### config.mk
export PLATFORM = sky130hd
export DESIGN_NAME = ustar_stream_deframer
export DESIGN_NICKNAME = d
export VERILOG_FILES = /design/src/hdl/ustd_pkg.sv /design/src/hdl/ustd_core.sv /design/src/hdl/ustd_rq.sv /design/src/hdl/ustar_stream_deframer.sv
export VERILOG_INCLUDE_DIRS = /design/src /design/src/hdl
export SDC_FILE = /design/constraint.sdc
export NUM_CORES = 1
export LEC_CHECK = 0
export BUFFER_PORTS_ARGS = -buffer_cell sky130_fd_sc_hd__buf_4
export CORE_MARGIN = 4
export CORE_UTILIZATION = 65
export CTS_BUF_LIST = sky130_fd_sc_hd__clkbuf_8
export CTS_CLUSTER_DIAMETER = 100
export DETAILED_ROUTE_END_ITERATION = 8
export PLACE_DENSITY = 0.83
export SYNTH_ARGS = -nofsm -noshare
export SYNTH_HDL_FRONTEND = slang
export SYNTH_SLANG_ARGS = --single-unit
### constraint.sdc
create_clock -name clk -period 23.9 [get_ports clk]
set_clock_uncertainty 0.15 [all_clocks]
set_input_delay 4.78 -clock clk [delete_from_list [all_inputs] [get_ports clk]]
set_output_delay 4.78 -clock clk [all_outputs]
set_load 0.01 [all_outputs]
### src/hdl/assert_macros.svh
// Assertion macros shared by the deframer modules.
// Each macro expects a clock named clk and an active-low reset named rst_n in scope.
`ifndef ASSERT_MACROS_SVH
`define ASSERT_MACROS_SVH

// A property that must hold in every cycle outside reset.
`define UST_ASSERT(label, prop, msg) \
  label: assert property (@(posedge clk) disable iff (!rst_n) (prop)) \
    else $error(msg);

// A condition that must be followed in the next cycle by a consequence.
`define UST_ASSERT_NEXT(label, ante, cons, msg) \
  label: assert property (@(posedge clk) disable iff (!rst_n) (ante) |=> (cons)) \
    else $error(msg);

`endif

### src/hdl/ustd_pkg.sv
package ustd_pkg;

  // Field widths.
  localparam int SizeW = 33;
  localparam int OffW  = 9;

  // Header block layout.
  localparam int BlkBytes   = 512;
  localparam int SizeOff    = 124;
  localparam int SizeDigits = 11;
  localparam int TypeOff    = 156;
  localparam int MagicOff   = 257;

  // Characters that the header decoding looks for.
  localparam logic [7:0] ChrNul   = 8'h00;
  localparam logic [7:0] ChrZero  = 8'h30;
  localparam logic [7:0] ChrSeven = 8'h37;
  localparam logic [7:0] ChrFive  = 8'h35;
  localparam logic [7:0] ChrU     = 8'h75;

  // Result kinds.
  localparam logic [1:0] KIND_HEADER  = 2'd0;
  localparam logic [1:0] KIND_PAYLOAD = 2'd1;
  localparam logic [1:0] KIND_END     = 2'd2;
  localparam logic [1:0] KIND_TRUNC   = 2'd3;

  // Entry types.
  localparam logic [1:0] TYPE_REGULAR = 2'd0;
  localparam logic [1:0] TYPE_DIR     = 2'd1;
  localparam logic [1:0] TYPE_OTHER   = 2'd2;

  // One result item.
  typedef struct packed {
    logic [1:0]       kind;
    logic [1:0]       etype;
    logic [SizeW-1:0] size;
    logic [7:0]       data;
    logic             last_of_file;
    logic             last_in_run;
  } res_t;

  // Results produced by one accepted byte, in order: first r0, then r1.
  typedef struct packed {
    logic [1:0] n;
    res_t       r0;
    res_t       r1;
  } push_t;

endpackage

### src/hdl/ustd_core.sv
`include "assert_macros.svh"

module ustd_core (
  input  logic          clk,
  input  logic          rst_n,
  input  logic          take,
  input  logic [7:0]    in_byte,
  input  logic          in_end,
  output ustd_pkg::push_t push
);

  typedef enum logic [1:0] {PH_HDR, PH_PAY, PH_SKIP, PH_DONE} phase_t;

  localparam int SizeW = ustd_pkg::SizeW;
  localparam int OffW  = ustd_pkg::OffW;

  phase_t           phase_r, phase_nxt;
  logic [OffW-1:0]  block_offset_r, block_offset_nxt;
  logic [SizeW-1:0] size_accum_r, size_accum_nxt;
  logic             size_stopped_r, size_stopped_nxt;
  logic             name_empty_r, name_empty_nxt;
  logic             magic_ok_r, magic_ok_nxt;
  logic [1:0]       type_code_r, type_code_nxt;
  logic [SizeW-1:0] payload_left_r, payload_left_nxt;
  logic [OffW-1:0]  pad_left_r, pad_left_nxt;

  logic             main_vld;
  ustd_pkg::res_t   main_res;
  logic             trunc_vld;
  ustd_pkg::res_t   trunc_res;

  // Walk one archive byte through the block state.
  always_comb begin
    phase_nxt        = phase_r;
    block_offset_nxt = block_offset_r;
    size_accum_nxt   = size_accum_r;
    size_stopped_nxt = size_stopped_r;
    name_empty_nxt   = name_empty_r;
    magic_ok_nxt     = magic_ok_r;
    type_code_nxt    = type_code_r;
    payload_left_nxt = payload_left_r;
    pad_left_nxt     = pad_left_r;
    main_vld         = 1'b0;
    main_res         = '0;
    trunc_vld        = 1'b0;
    trunc_res        = '0;

    case (phase_r)
      PH_HDR: begin
        // The first byte of a block opens a new header.
        if (block_offset_r == '0) begin
          name_empty_nxt   = (in_byte == ustd_pkg::ChrNul);
          size_accum_nxt   = '0;
          size_stopped_nxt = 1'b0;
          magic_ok_nxt     = 1'b0;
          type_code_nxt    = ustd_pkg::TYPE_REGULAR;
        end
        // Octal size digits, up to the first byte that is not a digit.
        if (block_offset_r >= OffW'(ustd_pkg::SizeOff) &&
            block_offset_r < OffW'(ustd_pkg::SizeOff + ustd_pkg::SizeDigits) &&
            !size_stopped_r) begin
          if (in_byte >= ustd_pkg::ChrZero && in_byte <= ustd_pkg::ChrSeven) begin
            size_accum_nxt = {size_accum_r[SizeW-4:0], in_byte[2:0]};
          end else begin
            size_stopped_nxt = 1'b1;
          end
        end
        if (block_offset_r == OffW'(ustd_pkg::TypeOff)) begin
          if (in_byte == ustd_pkg::ChrZero || in_byte == ustd_pkg::ChrNul) begin
            type_code_nxt = ustd_pkg::TYPE_REGULAR;
          end else if (in_byte == ustd_pkg::ChrFive) begin
            type_code_nxt = ustd_pkg::TYPE_DIR;
          end else begin
            type_code_nxt = ustd_pkg::TYPE_OTHER;
          end
        end
        if (block_offset_r == OffW'(ustd_pkg::MagicOff)) begin
          magic_ok_nxt = (in_byte == ustd_pkg::ChrU);
        end
        // The last byte of the block settles what the header yields.
        if (block_offset_r == OffW'(ustd_pkg::BlkBytes - 1)) begin
          block_offset_nxt = '0;
          if (name_empty_nxt) begin
            main_vld      = 1'b1;
            main_res.kind = ustd_pkg::KIND_END;
            phase_nxt     = PH_DONE;
          end else if (magic_ok_nxt) begin
            main_vld       = 1'b1;
            main_res.kind  = ustd_pkg::KIND_HEADER;
            main_res.etype = type_code_nxt;
            main_res.size  = size_accum_nxt;
            payload_left_nxt = size_accum_nxt;
            // Padding up to the next block boundary is the negated low bits.
            pad_left_nxt = OffW'(0) - size_accum_nxt[OffW-1:0];
            if (size_accum_nxt == '0) begin
              phase_nxt = PH_HDR;
            end else if (type_code_nxt == ustd_pkg::TYPE_REGULAR) begin
              phase_nxt = PH_PAY;
            end else begin
              phase_nxt = PH_SKIP;
            end
          end
        end else begin
          block_offset_nxt = block_offset_r + OffW'(1);
        end
      end
      PH_PAY: begin
        // Pass a file data byte and mark the final one.
        if (payload_left_r != '0) begin
          payload_left_nxt = payload_left_r - SizeW'(1);
        end
        main_vld              = 1'b1;
        main_res.kind         = ustd_pkg::KIND_PAYLOAD;
        main_res.data         = in_byte;
        main_res.last_of_file = (payload_left_nxt == '0);
        if (payload_left_nxt == '0) begin
          phase_nxt = (pad_left_r != '0) ? PH_SKIP : PH_HDR;
        end
      end
      PH_SKIP: begin
        // Drop payload first, then the padding.
        if (payload_left_r != '0) begin
          payload_left_nxt = payload_left_r - SizeW'(1);
        end else if (pad_left_r != '0) begin
          pad_left_nxt = pad_left_r - OffW'(1);
        end
        if (payload_left_nxt == '0 && pad_left_nxt == '0) begin
          phase_nxt = PH_HDR;
        end
      end
      PH_DONE: begin
        // Bytes after the end of the archive are ignored.
      end
      default: begin
        phase_nxt = PH_HDR;
      end
    endcase

    // The end of the stream inside a payload reports what is missing.
    if (in_end) begin
      if ((phase_nxt == PH_PAY || phase_nxt == PH_SKIP) && payload_left_nxt != '0) begin
        trunc_vld       = 1'b1;
        trunc_res.kind  = ustd_pkg::KIND_TRUNC;
        trunc_res.etype = type_code_nxt;
        trunc_res.size  = payload_left_nxt;
      end
    end

    main_res.last_in_run  = !trunc_vld;
    trunc_res.last_in_run = 1'b1;
  end

  // Order the results of this byte for the result queue.
  always_comb begin
    push.n  = take ? ({1'b0, main_vld} + {1'b0, trunc_vld}) : 2'd0;
    push.r0 = main_vld ? main_res : trunc_res;
    push.r1 = trunc_res;
  end

  // Block state; the end of the stream returns it to reset.
  always_ff @(posedge clk) begin
    if (!rst_n || (take && in_end)) begin
      phase_r        <= PH_HDR;
      block_offset_r <= '0;
      size_accum_r   <= '0;
      size_stopped_r <= 1'b0;
      name_empty_r   <= 1'b0;
      magic_ok_r     <= 1'b0;
      type_code_r    <= ustd_pkg::TYPE_REGULAR;
      payload_left_r <= '0;
      pad_left_r     <= '0;
    end else if (take) begin
      phase_r        <= phase_nxt;
      block_offset_r <= block_offset_nxt;
      size_accum_r   <= size_accum_nxt;
      size_stopped_r <= size_stopped_nxt;
      name_empty_r   <= name_empty_nxt;
      magic_ok_r     <= magic_ok_nxt;
      type_code_r    <= type_code_nxt;
      payload_left_r <= payload_left_nxt;
      pad_left_r     <= pad_left_nxt;
    end
  end

  // Two results only come from a truncation at the end of the stream.
  `UST_ASSERT(a_two_only_at_end, push.n != 2'd2 || in_end, "two results without stream end")
  // Once the archive has ended, bytes produce nothing.
  `UST_ASSERT(a_done_quiet, phase_r != PH_DONE || push.n == 2'd0, "result after end of archive")
  // Outside a header the block offset rests at zero.
  `UST_ASSERT(a_offset_rest, phase_r == PH_HDR || block_offset_r == '0,
              "block offset moved outside header")

endmodule

### src/hdl/ustd_rq.sv
`include "assert_macros.svh"

module ustd_rq (
  input  logic            clk,
  input  logic            rst_n,
  input  ustd_pkg::push_t push,
  output logic            full,
  output logic            out_valid,
  input  logic            out_stall,
  output ustd_pkg::res_t  head
);

  localparam int Depth = 4;
  localparam int PtrW  = $clog2(Depth);
  localparam int CntW  = PtrW + 1;

  ustd_pkg::res_t  mem_r [Depth];
  logic [PtrW-1:0] wr_ptr_r, wr_ptr_nxt;
  logic [PtrW-1:0] rd_ptr_r, rd_ptr_nxt;
  logic [CntW-1:0] count_r, count_nxt;
  logic            pop;

  // A byte is taken only while room for two results remains.
  assign full      = (count_r > CntW'(Depth - 2));
  assign out_valid = (count_r != '0);
  assign head      = mem_r[rd_ptr_r];
  assign pop       = out_valid && !out_stall;

  // Pointer and fill count bookkeeping.
  always_comb begin
    wr_ptr_nxt = wr_ptr_r + PtrW'(push.n);
    rd_ptr_nxt = rd_ptr_r + PtrW'(pop);
    count_nxt  = count_r + CntW'(push.n) - CntW'(pop);
  end

  always_ff @(posedge clk) begin
    if (!rst_n) begin
      wr_ptr_r <= '0;
      rd_ptr_r <= '0;
      count_r  <= '0;
    end else begin
      wr_ptr_r <= wr_ptr_nxt;
      rd_ptr_r <= rd_ptr_nxt;
      count_r  <= count_nxt;
    end
  end

  // Result storage; only free slots are written.
  always_ff @(posedge clk) begin
    if (push.n != 2'd0) begin
      mem_r[wr_ptr_r] <= push.r0;
    end
    if (push.n == 2'd2) begin
      mem_r[wr_ptr_r + PtrW'(1)] <= push.r1;
    end
  end

  // Results only arrive while two slots are free.
  `UST_ASSERT(a_room, push.n == 2'd0 || count_r <= CntW'(Depth - 2), "result queue overrun")
  // A waiting result is still there in the next cycle if it was not taken.
  `UST_ASSERT_NEXT(a_keep, out_valid && out_stall, out_valid && count_r >= $past(count_r),
                   "waiting result lost")

endmodule

### src/hdl/ustar_stream_deframer.sv
// Channel  Direction  Handshake           Payload
// in_      input      in_valid/in_stall   in_stream_byte, in_stream_end
// out_     output     out_valid/out_stall out_result_kind, out_entry_type, out_entry_size,
//                                         out_payload_byte, out_last_of_file, out_last_in_run
//
// One archive byte is accepted per cycle while in_stall is low; its results enter a
// four-entry result queue on the same edge and are offered from the next cycle, one
// per cycle while out_stall is low. A byte that ends the stream inside a payload can
// give two results; the queue takes both at once, so with out_stall low a byte is still
// accepted in every cycle. in_stall rises while more than two results wait in the queue,
// i.e. when out_stall backs up. rst_n is synchronous and clears the block state and the
// queue; the end of the stream returns the block state to its reset values as well.
module ustar_stream_deframer (
  input  logic                      clk,
  input  logic                      rst_n,
  input  logic                      in_valid,
  output logic                      in_stall,
  input  logic [7:0]                in_stream_byte,
  input  logic                      in_stream_end,
  output logic                      out_valid,
  input  logic                      out_stall,
  output logic [1:0]                out_result_kind,
  output logic [1:0]                out_entry_type,
  output logic [ustd_pkg::SizeW-1:0] out_entry_size,
  output logic [7:0]                out_payload_byte,
  output logic                      out_last_of_file,
  output logic                      out_last_in_run
);

  logic            take;
  logic            full;
  ustd_pkg::push_t push;
  ustd_pkg::res_t  head;

  // Input requests are taken whenever the queue has room.
  assign in_stall = full;
  assign take     = in_valid && !full;

  ustd_core u_core (
    .clk     (clk),
    .rst_n   (rst_n),
    .take    (take),
    .in_byte (in_stream_byte),
    .in_end  (in_stream_end),
    .push    (push)
  );

  ustd_rq u_rq (
    .clk       (clk),
    .rst_n     (rst_n),
    .push      (push),
    .full      (full),
    .out_valid (out_valid),
    .out_stall (out_stall),
    .head      (head)
  );

  // Spread the head of the queue over the result ports.
  assign out_result_kind  = head.kind;
  assign out_entry_type   = head.etype;
  assign out_entry_size   = head.size;
  assign out_payload_byte = head.data;
  assign out_last_of_file = head.last_of_file;
  assign out_last_in_run  = head.last_in_run;

endmodule

==> results by stage <==
Outcome:
- The flow ran to the end, and the final reports show no timing, DRC or antenna violations.

Setup path:
- The startpoint of the worst register-to-register path is u_core.block_offset_r[5]$_SDFFE_PP0P_.
- The endpoint identified for the worst register-to-register timing path is u_rq.mem_r[1][39]$_DFFE_PP_.
- The dominant cell type by count on the critical path is sky130_fd_sc_hd__buf_4.
- The data arrival time of the critical path is 12040 ps.
- The number of cell instances on the worst register-to-register path is 25.
- The slowest stage of the critical path belongs to the cell sky130_fd_sc_hd__nor4_1.
- The largest driver fanout on the critical path is 39.
- The top cell family by delay on the critical path is simple AND/OR/NAND/NOR gates.
- The type of element capturing the critical path is a flop.
- For this run, the slowest stage of the critical path takes 910 ps.
- The setup slack of the most critical reg-to-reg path is 16030 ps.
- The depth of the critical timing path with buffers and inverters included is 25.
- The critical path startpoint category is a primary input.
- The class of the most critical setup path is in -> reg.
- The worst path buffer plus inverter count is 6.
- The data required time of the worst path is 24140 ps.
- Tracing the worst setup path back leads to its startpoint at in_stream_byte[7].

Drt:
- The via density per instance is 7.126.
- The number of antenna-violating nets in the routed design is 0.
- The post-detailed-route DRC marker count is 0.
- The count of routing violations after the opening detailed-route iteration is 1925.
- The total length of routed wires is 46330 microns.
- The number of vias after detailed routing is 13580.
- Dividing the detail-routed wire length by the instance count gives 24.31 microns.
- The first-pass detailed-route iteration total is 6.

Pwr:
- The static power due to leakage is 0.005543 uW.
- The worst-case IR drop observed on VDD is 0.00006760 V.
- Of the total power, combinational logic draws 0.325.
- The net switching power is 508.0 uW.
- The internal power summed over all cells is 947.0 uW.
- The share of total power dissipated in the clock network is 0.281.
- Of the total power, the share spent switching nets is 0.3492.
- The fraction of power consumed by sequential logic is 0.393.
- The design draws 1455 uW.
- The power density over the cells is 86.04 nW/um^2.

Logic synthesis:
- The post-synthesis net count is 1569.
- The number of warnings issued by yosys is 0.
- The number of synthesized flops with an enable pin is 148.
- The synthesized netlist contains 89 unique library cells.
- The fraction of post-synthesis cell area in the top cell type by area is 0.2864.
- The async set or reset register ratio after synthesis is 0.
- By area the synthesized netlist is led by sky130_fd_sc_hd__edfxtp_1 29%, sky130_fd_sc_hd__dfxtp_1 18%, sky130_fd_sc_hd__mux4_2 6.8%.
- For this run, the register share of the synthesized area comes to 0.4645.
- The main flop type after synthesis is sky130_fd_sc_hd__edfxtp_1.
- The synthesized area divided by synthesized cell count is 10.10 sq um.
- The post-synthesis instance total is 1536.
- Of all cell types, the one taking the most synthesized area is sky130_fd_sc_hd__edfxtp_1.
- The synthesized netlist occupies a cell area of 15520 sq um.
- Synthesis inferred 286 register bits.
- Counting instances in the post-synthesis netlist gives the leading cell types as 148 x sky130_fd_sc_hd__edfxtp_1, 142 x sky130_fd_sc_hd__o22ai_1, 141 x sky130_fd_sc_hd__nor2_1.
- sky130_fd_sc_hd__edfxtp_1 is the most common cell in the netlist.

Timing:
- At the pin with the least slew margin, the transition time is 1256 ps.
- The setup TNS after final layout is 0 ps.
- Counting I/O delays and the setup requirement, the final critical path takes 11800 ps.
- The final count of hold timing violations is 0.
- The achievable clock frequency is 84.77 MHz.
- Setup violations remaining at the end of the flow were counted as 0.
- The worst slew slack as a fraction of its limit is 0.1576.
- The period utilization is 0.4936.
- The number of slew-limit violations in the final report is 0.
- Setup repair after global routing left no endpoint under its margin.

Die:
- The die is 162.5 microns wide.
- Measured along the y axis, the die boundary spans 162.5 microns.
- The die covers 26410 sq um.
- The initial core utilization is 0.6610.
- The area inside the core boundary is 23470 sq um.
- During I/O placement, the number of pins put on the boundary was 62.
- In this run the core area contains 56 standard-cell rows.

Job:
- The count of maximum capacitance violations is 0.

CTS:
- The TritonCTS clock tree is done.
- After clock tree synthesis, the clock-pin slew on the worst setup and hold paths is 60 ps.
- The hold buffer count at CTS is 0.
- Clock latency on the worst-skew pair, taken at its later pin, is 570 ps.
- TritonCTS created 46 clock buffers.
- The clock tree root buffer cell is sky130_fd_sc_hd__clkbuf_8.
- The number of gates resized after cts is 0.
- The count of H-tree levels built during CTS is 2.
- The buffer count from post-CTS setup fixing is 0.
- In this run the deepest clock path goes through 3 buffers.
- Counting every sink on the clock net gives 286.

Worst hold path:
- The path with the worst hold slack has its endpoint at u_rq.mem_r[1][6]$_SDFFE_PP0P_.
- The worst hold path passes through 2 cells.
- In this run the worst hold path is classified as reg -> reg.
- The hold path startpoint is u_rq.mem_r[1][6]$_SDFFE_PP0P_.

Placed design:
- During placement, the flow inserted port buffers numbering 61.
- The placed wire-length estimate after detailed placement is 30390 microns.
- The final weighted congestion of routability-driven global placement is 0.9921.

Global route:
- The initial antenna violation count is 0.
- Across every metal layer, demand over resource in global routing totals 0.3459.
- The global-route wire length before repair is 71980 microns.
- The residual overflow from global routing is 0.
- The number of global-route vias before repair is 12700.
- The pin count of the biggest net entering global routing is 86.

Final layout:
- The layout-stage area growth over the synthesis result is 8.983%.
- The count of nets after finishing is 1585.
- The final antenna diode count is 0.
- The fraction of final layout cells with drive strength greater than 1 is 0.1582.
==> how the worst max path moves through the flow <==
| stage | end | slack, ps |
|---|---|---|
| 2_1_floorplan | u_rq.mem_r[1][17]$_DFFE_PP_ | 12620 |
| 3_3_place_gp | u_rq.mem_r[1][14]$_DFFE_PP_ | 11990 |
| 3_5_place_dp | u_rq.mem_r[1][41]$_DFFE_PP_ | 11700 |
| 4_1_cts | u_rq.mem_r[1][41]$_DFFE_PP_ | 12240 |
| 5_1_grt | u_rq.mem_r[1][32]$_DFFE_PP_ | 11640 |
| 6_report | u_rq.mem_r[1][39]$_DFFE_PP_ | 12100 |
==> worst reg2reg max path: cells and delay by family (launching register included) <==
kind                     cells  cell delay (ps)
flip-flops                   1              490
multiplexers                 1              180
AO/OA/AOI/OAI                8             2240
AND/OR/NAND/NOR              9             2580
adder cells (fa/ha/maj)      2              740
buffers and inverters        5             1320
==> per-stage QoR <==
step / hold WS (ps) / instance area, sq um / util / std cells / setup slack (ps)
after floorplan: 269.8 / 15520 / - / 1536 / 12620
after global placement: 278.7 / 16020 / 0.6826 / 1823 / 11990
after detailed placement: 291.4 / 16020 / 0.6826 / 1823 / 11700
after CTS: 306.3 / 16910 / 0.7204 / 1906 / 12240
after global routing: 323.1 / 16910 / 0.7204 / 1906 / 11640
final: 304.9 / 16910 / 0.7204 / 1906 / 12100
==> layout by cell type, fill, tap and decap left out, types with 6 or more instances in the layout <==
cell type,instances
sky130_fd_sc_hd__inv_1,55
sky130_fd_sc_hd__nand3_1,29
sky130_fd_sc_hd__o32ai_1,8
sky130_fd_sc_hd__nand2b_1,8
sky130_fd_sc_hd__a22oi_1,14
sky130_fd_sc_hd__mux2i_1,14
sky130_fd_sc_hd__o21a_1,8
sky130_fd_sc_hd__nor2_1,140
sky130_fd_sc_hd__xor2_1,14
sky130_fd_sc_hd__a211oi_1,72
sky130_fd_sc_hd__o22ai_1,142
sky130_fd_sc_hd__edfxtp_1,148
sky130_fd_sc_hd__dfxtp_1,136
sky130_fd_sc_hd__buf_4,89
sky130_fd_sc_hd__nand4b_1,6
sky130_fd_sc_hd__mux4_2,47
sky130_fd_sc_hd__nor3_1,27
sky130_fd_sc_hd__nor4_1,25
sky130_fd_sc_hd__and2_1,14
sky130_fd_sc_hd__a21oi_1,57
sky130_fd_sc_hd__and3_1,24
sky130_fd_sc_hd__nand2_1,137
sky130_fd_sc_hd__clkbuf_8,53
sky130_fd_sc_hd__or2_2,8
sky130_fd_sc_hd__o221a_2,10
sky130_fd_sc_hd__or4_1,18
sky130_fd_sc_hd__nand4_1,19
sky130_fd_sc_hd__o31ai_1,6
sky130_fd_sc_hd__xnor2_1,15
sky130_fd_sc_hd__or3_1,14
sky130_fd_sc_hd__o21ai_0,72
sky130_fd_sc_hd__a31oi_1,10
sky130_fd_sc_hd__ha_1,19
==> metal layers <==
metal	up-vias	global-route usage	wire length (microns)
met5	-	0	0
met2	976	0.5235	20740
met4	0	0.1234	1615
met1	6461	0.4961	17770
met3	137	0.07669	6199
li1	6008	-	-
==> registers in the layout, indices dropped and copies added (netlist names) <==
register and cells:
u_core.size_accum_r 33, u_rq.rd_ptr_r 2, u_rq.wr_ptr_r 2, u_core.pad_left_r 9, u_core.name_empty_r 1, u_core.magic_ok_r 1
u_core.size_stopped_r 1, u_rq.count_r 3, u_core.payload_left_r 33, u_core.type_code_r 2, u_rq.mem_r 188, u_core.block_offset_r 9
u_core.phase_r 2
==> kinds of logic (layout without fill, tap and decap cells) <==
group	Yosys count	in the layout	share of synthesized area
AND/OR/NAND/NOR	517	517	0.1716
AO/OA/AOI/OAI	468	468	0.2052
flip-flops	286	286	0.4645
buffers and inverters	152	203	0.04580
multiplexers	64	64	0.07991
XOR/XNOR	29	29	0.01637
adder cells (fa/ha/maj)	20	20	0.01661
==> power groups by stage <==
stage	registers, uW	clock network [uW]	logic (uW)
6_report	573	409	473
5_1_grt	575	436	506
4_1_cts	570	408	468
3_5_place_dp	581	0	465
3_3_place_gp	580	0	455
2_1_floorplan	566	0	323
==> final cells by class <==
| cell class | instances | area (sq um) |
|---|---|---|
| tap | 319 | 399.1 |
| clock buffer | 53 | 729.5 |
| fill | 1670 | 6563 |
| clock inverter | 30 | 158.9 |
| inverter | 31 | 116.4 |
| timing repair buffer | 89 | 668.1 |
| multi-input combinational | 1098 | 7629 |
| sequential | 286 | 7209 |
(Power assumes the default switching activity.)
